--- config.mk ---
export PLATFORM = sky130hd
export DESIGN_NAME = pbr_ctrl
export DESIGN_NICKNAME = d
export VERILOG_FILES = /design/src/rtl/pbr_pkg.sv /design/src/rtl/pbr_ctrl.sv
export SDC_FILE = /design/constraint.sdc
export NUM_CORES = 1
export LEC_CHECK = 0
export BUFFER_PORTS_ARGS = -buffer_cell sky130_fd_sc_hd__buf_4
export CELL_PAD_IN_SITES_DETAIL_PLACEMENT = 1
export CELL_PAD_IN_SITES_GLOBAL_PLACEMENT = 2
export CORE_ASPECT_RATIO = 0.7
export CORE_MARGIN = 2
export CORE_UTILIZATION = 23
export DETAILED_ROUTE_END_ITERATION = 10
export HOLD_SLACK_MARGIN = 0.08
export PLACE_DENSITY = 0.77
export SETUP_SLACK_MARGIN = 0.1
export SYNTH_ARGS = -nofsm -noshare
export SYNTH_HDL_FRONTEND = slang
export SYNTH_SLANG_ARGS = --single-unit
--- constraint.sdc ---
create_clock -name aclk -period 1.2 [get_ports aclk]
set_input_delay 0 -clock aclk [delete_from_list [all_inputs] [get_ports aclk]]
set_output_delay 0 -clock aclk [all_outputs]
set_load 0.01 [all_outputs]
--- src/rtl/pbr_pkg.sv ---
`default_nettype none

package pbr_pkg;

    localparam int MAX_DEGREE = 6;
    localparam int MAX_ITER   = 48;
    localparam int TOL_LSB    = 7;

    localparam int X_W        = 32;
    localparam int FRAC_W     = 16;
    localparam int ACC_W      = 64;
    localparam int COEF_W     = 16;
    localparam int DEGREE_W   = 3;
    localparam int STATUS_W   = 2;
    localparam int ITER_W     = 6;
    localparam int NUM_COEF   = MAX_DEGREE + 1;
    localparam int COEF_IDX_W = $clog2(NUM_COEF);
    localparam int ITER_CNT_W = $clog2(MAX_ITER + 1);

    localparam int IN_TDATA_W  = 2 * X_W;
    localparam int OUT_TDATA_W = X_W + STATUS_W + ITER_W;

    localparam int CFG_INDEX_W = 4;
    localparam int CFG_DATA_W  = COEF_W;

    localparam logic [CFG_INDEX_W-1:0] REG_DEGREE    = 4'd0;
    localparam logic [CFG_INDEX_W-1:0] REG_COEF_BASE = 4'd1;

    typedef enum logic [STATUS_W-1:0] {
        ST_FOUND     = 2'd0,
        ST_SAME_SIGN = 2'd1,
        ST_LIMIT     = 2'd2
    } status_t;

    // Which point the polynomial is evaluated at.
    typedef enum logic [1:0] {
        PT_A,
        PT_B,
        PT_C
    } pt_t;

    typedef logic signed [COEF_W-1:0] coef_t;
    typedef coef_t coef_arr_t [NUM_COEF];

    typedef struct packed {
        logic                  load_ab;
        logic                  eval_init;
        logic                  step_mag;
        logic                  step_mul;
        logic                  step_sat;
        logic                  step_add;
        logic                  store_fa;
        logic                  mid;
        logic                  bisect;
        pt_t                   x_sel;
        logic [COEF_IDX_W-1:0] coef_idx;
    } dp_cmd_t;

    typedef struct packed {
        logic same_sign;
        logic in_tol;
        logic iter_max;
    } dp_stat_t;

endpackage

`default_nettype wire

--- src/rtl/pbr_ctrl.sv ---
`default_nettype none

module pbr_ctrl (
    input  wire logic                               aclk,
    input  wire logic                               aresetn,
    input  wire logic                               in_valid,
    output logic                                    in_ready,
    input  wire logic [pbr_pkg::COEF_IDX_W-1:0]     degree_eff,
    input  wire logic                               out_free,
    input  wire pbr_pkg::dp_stat_t                  stat,
    output pbr_pkg::dp_cmd_t                        cmd,
    output logic                                    push,
    output pbr_pkg::status_t                        push_code
);

    typedef enum logic [3:0] {
        S_IDLE,
        S_INIT,
        S_MAG,
        S_MUL,
        S_SAT,
        S_ADD,
        S_EVDONE,
        S_MID,
        S_FINISH
    } state_t;

    state_t                          state_reg;
    pbr_pkg::pt_t                    pt_reg;
    logic [pbr_pkg::COEF_IDX_W-1:0]  step_reg;
    pbr_pkg::status_t                code_reg;

    always_ff @(posedge aclk) begin
        if (!aresetn) begin
            state_reg <= S_IDLE;
            pt_reg    <= pbr_pkg::PT_A;
            step_reg  <= '0;
            code_reg  <= pbr_pkg::ST_FOUND;
        end else begin
            unique case (state_reg)
                S_IDLE: begin
                    if (in_valid) begin
                        pt_reg    <= pbr_pkg::PT_A;
                        state_reg <= S_INIT;
                    end
                end
                S_INIT: begin
                    step_reg  <= degree_eff;
                    state_reg <= (degree_eff == '0) ? S_EVDONE : S_MAG;
                end
                S_MAG: state_reg <= S_MUL;
                S_MUL: state_reg <= S_SAT;
                S_SAT: state_reg <= S_ADD;
                S_ADD: begin
                    step_reg  <= step_reg - pbr_pkg::COEF_IDX_W'(1);
                    state_reg <= (step_reg == pbr_pkg::COEF_IDX_W'(1)) ? S_EVDONE : S_MAG;
                end
                S_EVDONE: begin
                    unique case (pt_reg)
                        pbr_pkg::PT_A: begin
                            pt_reg    <= pbr_pkg::PT_B;
                            state_reg <= S_INIT;
                        end
                        pbr_pkg::PT_B: begin
                            if (stat.same_sign) begin
                                code_reg  <= pbr_pkg::ST_SAME_SIGN;
                                state_reg <= S_FINISH;
                            end else begin
                                state_reg <= S_MID;
                            end
                        end
                        default: begin
                            priority if (stat.in_tol) begin
                                code_reg  <= pbr_pkg::ST_FOUND;
                                state_reg <= S_FINISH;
                            end else if (stat.iter_max) begin
                                code_reg  <= pbr_pkg::ST_LIMIT;
                                state_reg <= S_FINISH;
                            end else begin
                                state_reg <= S_MID;
                            end
                        end
                    endcase
                end
                S_MID: begin
                    pt_reg    <= pbr_pkg::PT_C;
                    state_reg <= S_INIT;
                end
                S_FINISH: begin
                    if (out_free) begin
                        state_reg <= S_IDLE;
                    end
                end
                default: state_reg <= S_IDLE;
            endcase
        end
    end

    always_comb begin
        cmd           = '0;
        cmd.x_sel     = pt_reg;
        cmd.coef_idx  = degree_eff;
        cmd.load_ab   = (state_reg == S_IDLE) && in_valid;
        cmd.eval_init = (state_reg == S_INIT);
        cmd.step_mag  = (state_reg == S_MAG);
        cmd.step_mul  = (state_reg == S_MUL);
        cmd.step_sat  = (state_reg == S_SAT);
        cmd.step_add  = (state_reg == S_ADD);
        if (state_reg == S_ADD) begin
            cmd.coef_idx = step_reg - pbr_pkg::COEF_IDX_W'(1);
        end
        cmd.store_fa  = (state_reg == S_EVDONE) && (pt_reg == pbr_pkg::PT_A);
        // Moving to the next midpoint from a checked c means one more halving.
        cmd.bisect    = (state_reg == S_EVDONE) && (pt_reg == pbr_pkg::PT_C)
                     && !stat.in_tol && !stat.iter_max;
        cmd.mid       = (state_reg == S_MID);
    end

    assign in_ready  = (state_reg == S_IDLE);
    assign push      = (state_reg == S_FINISH) && out_free;
    assign push_code = code_reg;

endmodule

`default_nettype wire

==> run metrics <==
status finished with violations; violated checks setup timing; WHS approximately 110 ps; maximum fanout along the worst path 7; met3 Usage GRT 0.0407; Setup WS pre-CTS -118 ps; hold path start degree_eff[2]; Crit path max-delay family simple AND/OR/NAND/NOR gates; CORE AREA ~3100 µm²; layout net count ~170; Port Buffer Count 27; Root Driver clkbuf_8; syn avg cell area between 7 and 8 µm²; met2 Track Usage GR 0.288; final worst path period share 1.14; Period minus WS final 1370 ps; Vias/cell between 4 and 5; Starting Density 0.241; Cell Rows 17; clock sinks 11; Filler Cells Inserted about 370; share of cells above drive strength 1 0.608; Synth Instances 95; Worst Path Required about 1200 ps; largest family of logic cells by synthesized area simple AND/OR/NAND/NOR gates; WP data arrival approximately 1400 ps; Synth Area in XOR/XNOR 0.0115; syn nets 107; vias in the first global route 960; Critical Path Sink Type output pin; pwr dens just under 1000 nW/µm²; Critical-path top delay cell or3b_4; H-tree depth 1; max FFs per register 4; total CTS buffers 3; synth unique cells 34; relative slew slack 0.639; DIE HEIGHT between 50 and 60 µm; Layout area overhead 98.7%; worst path cell trace or3b_4 > nor2_4 > buf_6 > buf_6; Critical path buffers and inverters 2; Least-Margin Pin Slew 536 ps; most common cell after layout, fill and taps aside buf_4; Combinational Power Share 0.435; Boundary Pins 28; Yosys reg bits 11; WL per Instance between 15 and 20 µm; total gr overflow 0; post-synthesis compound-gate area fraction 0.193; die width between 70 and 80 µm; Pre-antenna DRT Iters 4; VDD IR-drop max about 570 µV; Post-Syn Area 759 µm²; later-pin clock latency in the skew report 240 ps; commonest cells after routing, fill and taps aside buf_4 (44), buf_6 (16), nor2_1 (8); Sw Ratio 0.317; TritonCTS clock tree yes; Die ar. between 3000 and 4000 µm²; Clk pin slew, worst setup/hold paths 50 ps; area share of fa/ha/maj cells after synthesis 0.0329; number of remaining DRC errors 0; via count 924; sequential area share after synthesis 0.290; fin cells 196; Clock Path Buffers 2; clock network power share 0.263; GR Util met1 0.200; initial drt markers 17; worst min-delay path category primary input to register; setup TNS -2100 ps; Finish-stage setup viols 22; final setup margin -166 ps; first-pass GRT wire length between 4 and 5 mm; initial antenna violation count 0; Crit Path Class register to output pin; final setup skew 3.82 ps; Post-Synth Simple-Gate Area 0.353; cell mode on critical path buf_6; Sequential Power Share 0.303; RSZ-0062 raised after global routing true; startpoint class of the critical path register; All-Layer GR Usage 0.163; Pins Over Slew Limit 0; static leakage 0.638 nW; internal power around 1 mW; largest net degree at the start of global routing 11; Hold Vio Cnt, Final 0; ANT nets after route 0; P_sw 465 µW; Worst path max stage delay around 430 ps; Worst Setup SP state_reg[0]; routed wire length a little under 3 mm; warnings from Yosys 0; post-synthesis mux area share 0.0395; RePlAce Congestion ~0.8; layer with the highest usage met2; HPWL after DPL a little over 2 mm; Cell Count Post-Placement between 150 and 200; worst reg2reg startpoint state_reg[1]; max-cap violation count 0; fmax 732 MHz; n_diodes 0
[cells by family (layout without fill, tap and decap cells)]
| kind of cell | Yosys count | in the layout |
|---|---|---|
| AOI/OAI and AO/OA | 23 | 23 |
| DFF | 11 | 11 |
| and+or+nand+nor | 44 | 44 |
| xor gates and xnor gates | 1 | 1 |
| buffers and inverters | 11 | 74 |
| muxes | 3 | 3 |
| adders and majority gates | 2 | 2 |
[cell usage after synthesis]
| cell | instances | share of area |
|---|---|---|
| ha_1 | 2 | 0.033 |
| a211oi_2 | 1 | 0.016 |
| nor2_1 | 10 | 0.049 |
| nor4_4 | 1 | 0.028 |
| o22ai_1 | 1 | 0.0082 |
| and3b_1 | 2 | 0.023 |
| nor2_4 | 1 | 0.015 |
| a31oi_1 | 2 | 0.016 |
| xor2_1 | 1 | 0.012 |
| nor4_1 | 1 | 0.0082 |
| inv_1 | 6 | 0.030 |
| nand4bb_2 | 1 | 0.021 |
| a211o_1 | 1 | 0.012 |
| nor3_1 | 5 | 0.033 |
| dfxtp_1 | 11 | 0.29 |
| buf_4 | 1 | 0.0099 |
| o21ai_0 | 6 | 0.040 |
| nand3b_1 | 2 | 0.020 |
| a21o_1 | 1 | 0.0099 |
| nor2b_1 | 2 | 0.016 |
| a211oi_1 | 3 | 0.030 |
| nor3b_1 | 2 | 0.020 |
| and3_1 | 1 | 0.0082 |
| buf_2 | 1 | 0.0066 |
| a21oi_1 | 6 | 0.040 |
| buf_6 | 2 | 0.030 |
| clkinv_1 | 1 | 0.0049 |
| mux2i_1 | 3 | 0.040 |
| or3b_4 | 1 | 0.015 |
| o21a_1 | 1 | 0.0099 |
| nand2b_1 | 4 | 0.033 |
| nor3_2 | 1 | 0.013 |
| a21oi_2 | 1 | 0.012 |
| nand2_1 | 10 | 0.049 |
[worst register-to-register path, stage by stage, from the launching register on]
cell and delay [ps]:
dfxtp_4 400, buf_6 120, nand4bb_4 130, buf_6 140, a21oi_4 160, mux2i_1 230
nor2_1 70
[timing repair]
item / CTS / global route
setup endpoints to repair: 25 / 25
buffers inserted: 8 / 3
pin swaps: 9 / 8
hold buffers: 3 / 0
endpoints found under the hold margin: 3 / 0
gates resized for setup: 38 / 15
cloned: 0 / 0
[per-stage QoR]
stage | power, mW | utilization | cell area [µm²]
after floorplan | 0.665 | - | 768
after global placement | 0.872 | 0.367 | 1160
after detailed placement | 0.886 | 0.367 | 1160
after CTS | 1.40 | 0.455 | 1430
after global routing | 1.54 | 0.479 | 1510
final | 1.47 | 0.479 | 1510
[path summary, 6_finish.rpt]
kind | end | slack, ps | cells after the start
setup / recovery | cmd[12] | -170 | 4
setup reg to reg | push_code[1] | -150 | 6
hold reg to reg | step_reg[1] | 520 | 2
hold / removal | state_reg[2] | 110 | 4
[final cells by class]
cell class / count / area, µm² / area share
flip-flops and latches: 11 / 236 / 0.157
repair buffers: 63 / 541 / 0.358
well taps: 38 / 47.5 / 0.0315
multi-input cells: 73 / 613 / 0.406
inverters: 7 / 26.3 / 0.0174
clock buffers: 4 / 45.0 / 0.0299
[metal layers]
| metal | vias up | part of all wire |
|---|---|---|
| li1 | 459 | - |
| met1 | 448 | 0.46 |
| met2 | 15 | 0.51 |
| met3 | 2 | 0.028 |
| met4 | 0 | 0.0054 |
| met5 | - | 0 |
[power groups by stage]
stage               registers [mW]  clock network, mW  logic [mW]
floorplan                    0.416                  0       0.249
global placement             0.438                  0       0.434
detailed placement           0.442                  0       0.444
CTS                          0.439              0.394       0.568
global route                 0.448              0.408       0.686
finish                       0.444              0.385       0.637
(Power assumes the default switching activity.)
